### config.mk
export PLATFORM = sky130hd
export DESIGN_NAME = slip_packet_framer_unit_flat
export DESIGN_NICKNAME = d
export VERILOG_FILES = /design/src/spf_pkg.sv /design/src/spf_if.sv /design/src/spf_front.sv /design/src/spf_queue.sv /design/src/spf_back.sv /design/src/slip_packet_framer_unit.sv /design/src/flat_wrapper.sv
export SDC_FILE = /design/constraint.sdc
export NUM_CORES = 1
export LEC_CHECK = 0
export BUFFER_PORTS_ARGS = -buffer_cell sky130_fd_sc_hd__buf_2
export CAP_MARGIN = 10
export CELL_PAD_IN_SITES_DETAIL_PLACEMENT = 1
export CELL_PAD_IN_SITES_GLOBAL_PLACEMENT = 1
export CORE_MARGIN = 2
export CORE_UTILIZATION = 46
export DETAILED_ROUTE_END_ITERATION = 12
export MAX_ROUTING_LAYER = met4
export PLACE_DENSITY_LB_ADDON = 0.1
export SYNTH_ARGS = -nofsm -noshare
export SYNTH_HDL_FRONTEND = slang
export SYNTH_SLANG_ARGS = --single-unit
### constraint.sdc
create_clock -name clk -period 7.3 [get_ports clk]
set_clock_uncertainty 0.1 [all_clocks]
set_input_delay 0.365 -clock clk [delete_from_list [all_inputs] [get_ports clk]]
set_output_delay 0.365 -clock clk [all_outputs]
set_load 0.1 [all_outputs]
### src/spf_pkg.sv
// shared types and constants for the slip packet framer
package spf_pkg;

    localparam logic [7:0] CODE_END     = 8'hC0;
    localparam logic [7:0] CODE_ESC     = 8'hDB;
    localparam logic [7:0] CODE_ESC_END = 8'hDC;
    localparam logic [7:0] CODE_ESC_ESC = 8'hDD;

    localparam int HDR_BYTES = 12;
    localparam int TRAILER_BYTES = 4;
    localparam logic [7:0] LEN_BASE = 8'(HDR_BYTES + TRAILER_BYTES);

    localparam int ONES_W = 11;
    localparam int QUEUE_DEPTH = 2;
    localparam int QPTR_W = (QUEUE_DEPTH > 1) ? $clog2(QUEUE_DEPTH) : 1;
    localparam int QCNT_W = $clog2(QUEUE_DEPTH + 1);

    localparam logic OP_START = 1'b0;
    localparam logic OP_DATA  = 1'b1;

    typedef enum logic {
        KIND_START,
        KIND_DATA
    } kind_t;

    typedef struct packed {
        kind_t             kind;
        logic              close;
        logic [15:0]       frag_word;
        logic [7:0]        total_len;
        logic [15:0]       frame_id;
        logic [7:0]        protocol;
        logic [7:0]        checksum;
        logic [15:0]       own_address;
        logic [15:0]       dest_address;
        logic [7:0]        cmd_byte;
        logic [7:0]        len_byte;
        logic [7:0]        data_byte;
        logic [ONES_W-1:0] ones_total;
    } entry_t;

    typedef enum logic [4:0] {
        STEP_OPEN,
        STEP_HDR0,
        STEP_HDR1,
        STEP_HDR2,
        STEP_HDR3,
        STEP_HDR4,
        STEP_HDR5,
        STEP_HDR6,
        STEP_HDR7,
        STEP_HDR8,
        STEP_HDR9,
        STEP_HDR10,
        STEP_HDR11,
        STEP_CMD,
        STEP_LEN,
        STEP_DATA,
        STEP_ONES_HI,
        STEP_ONES_LO,
        STEP_CLOSE
    } step_t;

endpackage

### src/spf_if.sv
// channel interfaces for items, line bytes and the address register
interface spf_item_if;
    logic        valid;
    logic        ready;
    logic        op;
    logic [7:0]  protocol;
    logic [15:0] dest_address;
    logic [2:0]  flags;
    logic [12:0] frag_offset;
    logic [7:0]  command;
    logic [7:0]  length;
    logic [7:0]  data_byte;

    modport source (
        output valid, op, protocol, dest_address, flags, frag_offset, command, length,
               data_byte,
        input  ready
    );
    modport sink (
        input  valid, op, protocol, dest_address, flags, frag_offset, command, length,
               data_byte,
        output ready
    );
endinterface

interface spf_line_if;
    logic       valid;
    logic       ready;
    logic [7:0] wire_byte;
    logic       frame_end;

    modport source (output valid, wire_byte, frame_end, input ready);
    modport sink (input valid, wire_byte, frame_end, output ready);
endinterface

interface spf_cfg_if;
    logic        valid;
    logic        ready;
    logic [15:0] own_address;

    modport source (output valid, own_address, input ready);
    modport sink (input valid, own_address, output ready);
endinterface

### src/spf_front.sv
// front end: accepts items, tracks frame state and builds queue entries
module spf_front (
    input  logic            clk,
    input  logic            rst_n,
    spf_item_if.sink        item,
    spf_cfg_if.sink         cfg,
    output logic            push_valid,
    output spf_pkg::entry_t push_entry,
    input  logic            push_ready
);
    import spf_pkg::*;

    logic [15:0]       own_addr_reg;
    logic [15:0]       frame_id_reg;
    logic [7:0]        bytes_left_reg;
    logic [ONES_W-1:0] ones_reg;

    logic [15:0]       frag;
    logic [7:0]        total_len;
    logic [7:0]        hdr_sum;
    logic [3:0]        pop_cnt;
    logic [ONES_W-1:0] ones_next;
    logic              accept;
    logic              keep;
    logic              last_data;

    function automatic logic [3:0] count_ones(input logic [7:0] b);
        logic [3:0] c;
        c = 4'd0;
        for (int j = 0; j < 8; j++)
        begin
            c = c + {3'b000, b[j]};
        end
        return c;
    endfunction

    assign cfg.ready  = 1'b1;
    assign item.ready = push_ready;

    always_comb
    begin
        frag      = {item.flags, item.frag_offset};
        total_len = LEN_BASE + item.length;
        hdr_sum   = frag[15:8] + frag[7:0] + total_len + frame_id_reg[15:8]
                  + frame_id_reg[7:0] + item.protocol + own_addr_reg[15:8]
                  + own_addr_reg[7:0] + item.dest_address[15:8] + item.dest_address[7:0];
        pop_cnt   = count_ones(item.data_byte);
        ones_next = ones_reg + {{(ONES_W-4){1'b0}}, pop_cnt};
        accept    = item.valid && item.ready;
        keep      = (item.op == OP_START) || (bytes_left_reg != 8'd0);
        last_data = (bytes_left_reg == 8'd1);
        push_valid = accept && keep;

        push_entry.kind         = (item.op == OP_START) ? KIND_START : KIND_DATA;
        push_entry.close        = (item.op == OP_START) ? (item.length == 8'd0) : last_data;
        push_entry.frag_word    = frag;
        push_entry.total_len    = total_len;
        push_entry.frame_id     = frame_id_reg;
        push_entry.protocol     = item.protocol;
        push_entry.checksum     = ~hdr_sum;
        push_entry.own_address  = own_addr_reg;
        push_entry.dest_address = item.dest_address;
        push_entry.cmd_byte     = item.command;
        push_entry.len_byte     = item.length;
        push_entry.data_byte    = item.data_byte;
        push_entry.ones_total   = (item.op == OP_START) ? '0 : ones_next;
    end

    always_ff @(posedge clk or negedge rst_n)
    begin
        if (!rst_n)
        begin
            own_addr_reg   <= '0;
            frame_id_reg   <= '0;
            bytes_left_reg <= '0;
            ones_reg       <= '0;
        end
        else
        begin
            if (cfg.valid && cfg.ready)
            begin
                own_addr_reg <= cfg.own_address;
            end
            if (accept)
            begin
                if (item.op == OP_START)
                begin
                    frame_id_reg   <= frame_id_reg + 16'd1;
                    bytes_left_reg <= item.length;
                    ones_reg       <= '0;
                end
                else if (bytes_left_reg != 8'd0)
                begin
                    bytes_left_reg <= bytes_left_reg - 8'd1;
                    ones_reg       <= last_data ? '0 : ones_next;
                end
            end
        end
    end

endmodule

### src/spf_queue.sv
// short entry queue between front end and byte sequencer
module spf_queue (
    input  logic            clk,
    input  logic            rst_n,
    input  logic            push_valid,
    input  spf_pkg::entry_t push_entry,
    output logic            push_ready,
    output logic            pop_valid,
    output spf_pkg::entry_t pop_entry,
    input  logic            pop_ready
);
    import spf_pkg::*;

    entry_t             mem [QUEUE_DEPTH];
    logic [QPTR_W-1:0]  wr_ptr_reg;
    logic [QPTR_W-1:0]  rd_ptr_reg;
    logic [QCNT_W-1:0]  count_reg;
    logic               do_push;
    logic               do_pop;

    function automatic logic [QPTR_W-1:0] ptr_inc(input logic [QPTR_W-1:0] p);
        return (p == QPTR_W'(QUEUE_DEPTH - 1)) ? '0 : p + QPTR_W'(1);
    endfunction

    assign push_ready = (count_reg != QCNT_W'(QUEUE_DEPTH));
    assign pop_valid  = (count_reg != '0);
    assign pop_entry  = mem[rd_ptr_reg];
    assign do_push    = push_valid && push_ready;
    assign do_pop     = pop_valid && pop_ready;

    always_ff @(posedge clk)
    begin
        if (do_push)
        begin
            mem[wr_ptr_reg] <= push_entry;
        end
    end

    always_ff @(posedge clk or negedge rst_n)
    begin
        if (!rst_n)
        begin
            wr_ptr_reg <= '0;
            rd_ptr_reg <= '0;
            count_reg  <= '0;
        end
        else
        begin
            if (do_push)
            begin
                wr_ptr_reg <= ptr_inc(wr_ptr_reg);
            end
            if (do_pop)
            begin
                rd_ptr_reg <= ptr_inc(rd_ptr_reg);
            end
            if (do_push && !do_pop)
            begin
                count_reg <= count_reg + QCNT_W'(1);
            end
            else if (do_pop && !do_push)
            begin
                count_reg <= count_reg - QCNT_W'(1);
            end
        end
    end

endmodule

### src/spf_back.sv
// byte sequencer: walks each entry, escapes bytes and drives the line register
module spf_back (
    input  logic            clk,
    input  logic            rst_n,
    input  logic            head_valid,
    input  spf_pkg::entry_t head,
    output logic            pop,
    spf_line_if.source      line
);
    import spf_pkg::*;

    step_t      step_reg;
    step_t      step_next;
    logic       active_reg;
    logic       active_next;
    logic       esc_reg;
    logic       esc_next;
    logic       line_valid_reg;
    logic       line_valid_next;
    logic [7:0] wire_byte_reg;
    logic [7:0] wire_byte_next;
    logic       frame_end_reg;
    logic       frame_end_next;

    step_t      cur_step;
    step_t      after_step;
    logic [7:0] raw_byte;
    logic       is_raw;
    logic       needs_esc;
    logic       step_done;
    logic       last_step;
    logic       slot_free;
    logic       fire;

    function automatic logic [7:0] byte_of(input entry_t e, input step_t s);
        logic [7:0] b;
        unique case (s)
            STEP_OPEN:    b = CODE_END;
            STEP_HDR0:    b = e.frag_word[15:8];
            STEP_HDR1:    b = e.frag_word[7:0];
            STEP_HDR2:    b = e.total_len;
            STEP_HDR3:    b = 8'h00;
            STEP_HDR4:    b = e.frame_id[15:8];
            STEP_HDR5:    b = e.frame_id[7:0];
            STEP_HDR6:    b = e.protocol;
            STEP_HDR7:    b = e.checksum;
            STEP_HDR8:    b = e.own_address[15:8];
            STEP_HDR9:    b = e.own_address[7:0];
            STEP_HDR10:   b = e.dest_address[15:8];
            STEP_HDR11:   b = e.dest_address[7:0];
            STEP_CMD:     b = e.cmd_byte;
            STEP_LEN:     b = e.len_byte;
            STEP_DATA:    b = e.data_byte;
            STEP_ONES_HI: b = 8'(e.ones_total >> 8);
            STEP_ONES_LO: b = e.ones_total[7:0];
            STEP_CLOSE:   b = CODE_END;
            default:      b = 8'h00;
        endcase
        return b;
    endfunction

    always_ff @(posedge clk or negedge rst_n)
    begin
        if (!rst_n)
        begin
            step_reg       <= STEP_OPEN;
            active_reg     <= 1'b0;
            esc_reg        <= 1'b0;
            line_valid_reg <= 1'b0;
        end
        else
        begin
            step_reg       <= step_next;
            active_reg     <= active_next;
            esc_reg        <= esc_next;
            line_valid_reg <= line_valid_next;
        end
    end

    always_ff @(posedge clk)
    begin
        wire_byte_reg <= wire_byte_next;
        frame_end_reg <= frame_end_next;
    end

    always_comb
    begin
        cur_step = active_reg ? step_reg
                 : ((head.kind == KIND_START) ? STEP_OPEN : STEP_DATA);
        raw_byte  = byte_of(head, cur_step);
        is_raw    = (cur_step == STEP_OPEN) || (cur_step == STEP_CLOSE);
        needs_esc = !is_raw && ((raw_byte == CODE_END) || (raw_byte == CODE_ESC));
        step_done = esc_reg || !needs_esc;

        last_step  = 1'b0;
        after_step = step_t'(cur_step + 5'd1);
        unique case (cur_step)
            STEP_LEN, STEP_DATA:
            begin
                after_step = STEP_ONES_HI;
                last_step  = !head.close;
            end
            STEP_CLOSE:
            begin
                last_step = 1'b1;
            end
            default:
            begin
            end
        endcase

        slot_free = !line_valid_reg || line.ready;
        fire      = head_valid && slot_free;

        step_next       = step_reg;
        active_next     = active_reg;
        esc_next        = esc_reg;
        pop             = 1'b0;
        line_valid_next = line.ready ? 1'b0 : line_valid_reg;
        wire_byte_next  = wire_byte_reg;
        frame_end_next  = frame_end_reg;

        if (fire)
        begin
            line_valid_next = 1'b1;
            frame_end_next  = (cur_step == STEP_CLOSE);
            if (esc_reg)
            begin
                wire_byte_next = (raw_byte == CODE_END) ? CODE_ESC_END : CODE_ESC_ESC;
            end
            else if (needs_esc)
            begin
                wire_byte_next = CODE_ESC;
            end
            else
            begin
                wire_byte_next = raw_byte;
            end

            if (!step_done)
            begin
                esc_next    = 1'b1;
                active_next = 1'b1;
                step_next   = cur_step;
            end
            else if (last_step)
            begin
                esc_next    = 1'b0;
                active_next = 1'b0;
                pop         = 1'b1;
            end
            else
            begin
                esc_next    = 1'b0;
                active_next = 1'b1;
                step_next   = after_step;
            end
        end
    end

    assign line.valid     = line_valid_reg;
    assign line.wire_byte = wire_byte_reg;
    assign line.frame_end = frame_end_reg;

endmodule

### src/slip_packet_framer_unit.sv
// slip packet framer top level
// a start item puts 15 to 26 bytes on the line, 18 to 28 when the length is zero
// a data item in an open frame puts one or two bytes, three or four more if it ends the frame
// one line byte per cycle while the line is ready and an entry is waiting
// first byte passes the queue and the line register; a two-entry queue decouples the sides
// rst_n clears frame id, open-frame count, one-bit count, own address and all handshake state
module slip_packet_framer_unit (
    input  logic       clk,
    input  logic       rst_n,
    spf_item_if.sink   item,
    spf_line_if.source line,
    spf_cfg_if.sink    cfg
);
    import spf_pkg::*;

    logic   push_valid;
    entry_t push_entry;
    logic   push_ready;
    logic   head_valid;
    entry_t head;
    logic   pop;

    spf_front u_front (
        .clk        (clk),
        .rst_n      (rst_n),
        .item       (item),
        .cfg        (cfg),
        .push_valid (push_valid),
        .push_entry (push_entry),
        .push_ready (push_ready)
    );

    spf_queue u_queue (
        .clk        (clk),
        .rst_n      (rst_n),
        .push_valid (push_valid),
        .push_entry (push_entry),
        .push_ready (push_ready),
        .pop_valid  (head_valid),
        .pop_entry  (head),
        .pop_ready  (pop)
    );

    spf_back u_back (
        .clk        (clk),
        .rst_n      (rst_n),
        .head_valid (head_valid),
        .head       (head),
        .pop        (pop),
        .line       (line)
    );

endmodule

### src/flat_wrapper.sv
// flat-port wrapper written by rule: the top's interface ports become plain ports
module slip_packet_framer_unit_flat import spf_pkg::*;
  (clk, rst_n, item_valid, item_op, item_protocol, item_dest_address, item_flags, item_frag_offset, item_command, item_length, item_data_byte, item_ready, line_valid, line_wire_byte, line_frame_end, line_ready, cfg_valid, cfg_own_address, cfg_ready);
  spf_item_if item_i ();
  spf_line_if line_i ();
  spf_cfg_if cfg_i ();
  input  logic clk;
  input  logic rst_n;
  input wire logic [$bits(item_i.valid)-1:0] item_valid;
  input wire logic [$bits(item_i.op)-1:0] item_op;
  input wire logic [$bits(item_i.protocol)-1:0] item_protocol;
  input wire logic [$bits(item_i.dest_address)-1:0] item_dest_address;
  input wire logic [$bits(item_i.flags)-1:0] item_flags;
  input wire logic [$bits(item_i.frag_offset)-1:0] item_frag_offset;
  input wire logic [$bits(item_i.command)-1:0] item_command;
  input wire logic [$bits(item_i.length)-1:0] item_length;
  input wire logic [$bits(item_i.data_byte)-1:0] item_data_byte;
  output wire logic [$bits(item_i.ready)-1:0] item_ready;
  output wire logic [$bits(line_i.valid)-1:0] line_valid;
  output wire logic [$bits(line_i.wire_byte)-1:0] line_wire_byte;
  output wire logic [$bits(line_i.frame_end)-1:0] line_frame_end;
  input wire logic [$bits(line_i.ready)-1:0] line_ready;
  input wire logic [$bits(cfg_i.valid)-1:0] cfg_valid;
  input wire logic [$bits(cfg_i.own_address)-1:0] cfg_own_address;
  output wire logic [$bits(cfg_i.ready)-1:0] cfg_ready;
  assign item_i.valid = item_valid;
  assign item_i.op = item_op;
  assign item_i.protocol = item_protocol;
  assign item_i.dest_address = item_dest_address;
  assign item_i.flags = item_flags;
  assign item_i.frag_offset = item_frag_offset;
  assign item_i.command = item_command;
  assign item_i.length = item_length;
  assign item_i.data_byte = item_data_byte;
  assign item_ready = item_i.ready;
  assign line_valid = line_i.valid;
  assign line_wire_byte = line_i.wire_byte;
  assign line_frame_end = line_i.frame_end;
  assign line_i.ready = line_ready;
  assign cfg_i.valid = cfg_valid;
  assign cfg_i.own_address = cfg_own_address;
  assign cfg_ready = cfg_i.ready;
  slip_packet_framer_unit u_core (.clk(clk), .rst_n(rst_n), .item(item_i), .line(line_i), .cfg(cfg_i));
endmodule
==> insert_results.sql <==
INSERT INTO impl_metrics (metric_group, metric, value, unit) VALUES
('global_routing', 'grt.overflow.total', '0', ''),
('sta', 'final_max_slew_viol_count', '0', ''),
('setup_path', 'crit_path_start_kind', 'register', ''),
('die', 'design.core.area', '32400', 'um^2'),
('setup_path', 'worstPathCellList', 'mux2i_1 -> nor2_1 -> a21oi_1 -> inv_1 -> ha_1 -> inv_1 -> nor2_1 -> ha_1 -> a32oi_1 -> o21ai_1 -> a211oi_2 -> nand4_1 -> or4_4 -> a2111oi_4 -> or3_1 -> ha_1 -> nor2_1 -> xor2_1', ''),
('job', 'drv.max_cap_violation_count', '0', ''),
('place', 'port-buffer-count', '96', ''),
('global_routing', 'grtUsageTotal', '0.257', ''),
('setup_path', 'critPathSlowestCell', 'sky130_fd_sc_hd__a2111oi_4', ''),
('clock_tree', 'clock_tree_from_tritoncts', 'built', ''),
('sta', 'rsz0062_at_grt', 'no', ''),
('die', 'die_w', '185', 'um'),
('cells_and_area', 'sequential_cell_area', '9120', 'um^2'),
('sta', 'timing.setup.tns', '0', 'ns'),
('setup_path', 'slowest_delay', '0.70', 'ns'),
('routing', 'post_route_antenna_net_violation_count', '0', ''),
('cells_and_area', 'num_antenna_cells', '0', ''),
('clock_tree', 'clock-sinks', '314', ''),
('setup_path', 'critical_path.max_fanout', '20', ''),
('pwr', 'static-leakage-power', '6.94', 'nW'),
('routing', 'drt-wirelength-per-cell', '24.5', 'um'),
('die', 'io-pin-count', '98', ''),
('setup_path', 'setup_cp_type', 'register to register', ''),
('routing', 'vias', '9244', ''),
('place', 'gp_congestion', '0.898', ''),
('pwr', 'irDropWorstVdd', '0.313', 'mV'),
('global_routing', 'grt_pass1_wl', '62000', 'um'),
('die', 'die-height', '185', 'um'),
('pwr', 'powerDensity', '476', 'nW/um^2'),
('routing', 'detailed_route_vias_per_instance', '5.45', ''),
('routing', 'drt_iter0_markers', '689', ''),
('global_routing', 'pin_count_of_the_biggest_net_entering_global_routing', '65', ''),
('sta', 'worst_pin_slew', '0.969', 'ns'),
('yosys', 'ys_async_sr_fraction', '0.201', ''),
('yosys', 'syn-cell-area', '15100', 'um^2'),
('clock_tree', 'clock_path_buffers', '3', ''),
('sta', 'hold_violations', '0', ''),
('clock_tree', 'ctsRootBufferMaster', 'sky130_fd_sc_hd__clkbuf_16', ''),
('clock_tree', 'cts_resized', '0', ''),
('setup_path', 'setup.worst_path.start', 'u_core.u_queue.rd_ptr_reg', ''),
('setup_path', 'capturing_element_type_of_the_critical_path', 'register', ''),
('setup_path', 'path_buf_inv', '2', ''),
('sta', 'final_period_minus_worst_setup_slack', '5.78', 'ns'),
('setup_path', 'reg2reg_from', 'u_core.u_queue.rd_ptr_reg', ''),
('cells_and_area', 'layout-drive-gt1-share', '0.180', ''),
('routing', 'drt_wl_total', '41600', 'um'),
('yosys', 'syn_area_per_cell', '14.3', 'um^2'),
('yosys', 'ys_warn_count', '0', ''),
('sta', 'max_slew_margin', '0.354', ''),
('routing', 'dr.pass1.iters', '5', ''),
('yosys', 'synthesis.nets', '1221', ''),
('yosys', 'synth-main-ff-cell', 'sky130_fd_sc_hd__edfxtp_1', ''),
('yosys', 'synth_enable_flop_cells', '251', ''),
('sta', 'timing.fmax', '173', 'MHz'),
('clock_tree', 'cts_inserted_buffers', '36', ''),
('place', 'detailed_place_hpwl', '29300', 'um'),
('yosys', 'postSynthRegisterBits', '314', ''),
('die', 'rows', '66', ''),
('cells_and_area', 'nets', '1396', ''),
('sta', 'fin_hold_ws', '0.0227', 'ns'),
('setup_path', 'cp.arrival', '6.12', 'ns'),
('routing', 'drc', '0', ''),
('yosys', 'synthesis.instances', '1052', ''),
('sta', 'period_share', '0.791', ''),
('worst_hold_path', 'min-delay-path-class', 'input pin to register', ''),
('clock_tree', 'cts-htree-levels', '2', ''),
('cells_and_area', 'synthToLayoutAreaGrowth', '18.1', '%'),
('global_routing', 'grt_pass1_vias', '9788', ''),
('global_routing', 'number_of_antenna_violations_at_the_first_check_in_global_routing', '0', ''),
('setup_path', 'worst_ep_required_time', '7.64', 'ns'),
('die', 'floorplan.initialDensity', '0.466', ''),
('sta', 'finalSetupViolCount', '0', ''),
('die', 'die_area', '34200', 'um^2'),
('clock_tree', 'clk_transition_reported_paths', '0.06', 'ns'),
('cells_and_area', 'layout.filler_cells', '3211', ''),
('cells_and_area', 'multiInputGateArea', '5400', 'um^2'),
('cells_and_area', 'largest_register_ffs', '242', ''),
('yosys', 'post_synth_num_cell_types', '73', ''),
('setup_path', 'cp_top_family', 'compound AO/OA/AOI/OAI gates', ''),
('worst_hold_path', 'hold_path.startpoint', 'item_protocol[5]', ''),
('yosys', 'post_synthesis_sequential_area_ratio', '0.604', ''),
('run_status', 'outcome', 'finished clean', ''),
('clock_tree', 'clkLatencyLatePin', '0.52', 'ns');
[layout by cell type, fill, tap and decap left out, drive strengths merged, types with 21 or more instances in the layout]
cell,synthesis,routed
dfrtp,63,63
inv,95,97
o21ai,21,21
edfxtp,251,251
dlygate4sd3,0,72
ha,28,28
mux2,53,53
xnor2,38,38
mux2i,88,88
clkbuf,13,56
o22ai,33,33
buf,25,103
nand2,50,50
nor2,42,42
fa,55,55
[synth_stat cells, drive strengths merged, types with 6 or more instances]
cell | instances | area (um^2)
nand2 | 50 | 188
xor2 | 14 | 123
buf | 25 | 174
xnor2 | 38 | 333
clkbuf | 13 | 50.0
fa | 55 | 1100
ha | 28 | 350
inv | 95 | 357
a21oi | 20 | 104
nand3 | 19 | 95.1
nand2b | 8 | 50.1
o22a | 7 | 61.3
mux2i | 88 | 881
nor3 | 10 | 50.1
o21ai | 21 | 109
o22ai | 33 | 206
nor2b | 7 | 43.8
mux2 | 53 | 612
a22oi | 12 | 100
nor2 | 42 | 158
and3 | 9 | 56.3
a22o | 8 | 70.1
edfxtp | 251 | 7540
and2 | 6 | 37.5
dfrtp | 63 | 1580
nand4 | 9 | 56.3
[worst paths after layout]
| check | slack [ns] | endpoint | cells past startpoint |
|---|---|---|---|
| max in group asynchronous | 5.94 | u_core.u_queue.rd_ptr_reg | 2 |
| hold / removal | 0.02 | u_core.u_queue.mem[1][80] | 1 |
| setup / recovery | 1.52 | u_core.u_queue.count_reg[1] | 18 |
| hold reg to reg | 0.38 | u_core.u_front.ones_reg[2] | 2 |
| setup reg to reg | 1.52 | u_core.u_queue.count_reg[1] | 18 |
| min in group asynchronous | 0.44 | u_core.u_front.frame_id_reg[0] | 2 |
[power breakdown]
part | leakage [nW] | internal, mW | switching [mW] | total (mW)
Combinational | 3.25 | 1.38 | 2.44 | 3.81
Sequential | 3.13 | 2.69 | 0.249 | 2.94
Clock | 0.560 | 1.03 | 0.700 | 1.73
[cells by family after synthesis]
| kind of cell | after synthesis | share of synthesized area |
|---|---|---|
| multiplexers | 141 | 0.0990 |
| adder cells (fa/ha/maj) | 83 | 0.0962 |
| AND/OR/NAND/NOR | 182 | 0.0611 |
| flip-flops | 314 | 0.604 |
| other | 1 | 0.000249 |
| buffers and inverters | 133 | 0.0385 |
| XOR/XNOR | 52 | 0.0302 |
| AO/OA/AOI/OAI | 146 | 0.0704 |
[what timing repair did]
item | in CTS | in global routing
setup buffers | 0 | 0
endpoints found under the hold margin | 189 | 0
endpoints found under the setup margin | 0 | 0
hold buffers | 72 | 0
[through the flow]
| step | util | setup slack, ns | power [mW] | cells | cell area [um^2] |
|---|---|---|---|---|---|
| global route | 0.550 | 1.03 | 9.03 | 1697 | 17800 |
| global placement | 0.493 | 1.74 | 6.67 | 1559 | 16000 |
| finish | 0.550 | 1.52 | 8.49 | 1697 | 17800 |
| CTS | 0.550 | 1.51 | 8.55 | 1697 | 17800 |
| detailed placement | 0.493 | 1.54 | 6.76 | 1559 | 16000 |
| floorplan | - | 1.48 | 5.63 | 1052 | 15100 |
[final cells by class]
class,instances,area share
multi-input cells,605,0.303
clock inverters,10,0.00449
inverters,95,0.0200
well taps,442,0.0310
repair buffers,175,0.0705
flip-flops and latches,314,0.512
clock buffers,56,0.0593
[routing by layer]
metal  vias up  global-route usage  part of all wire
li1       4199                   -                 -
met1      4751               0.348              0.44
met2       246               0.410              0.49
met3        48              0.0383             0.049
met4         0              0.0673             0.024
met5         -                   -                 0
(Power assumes the default switching activity.)
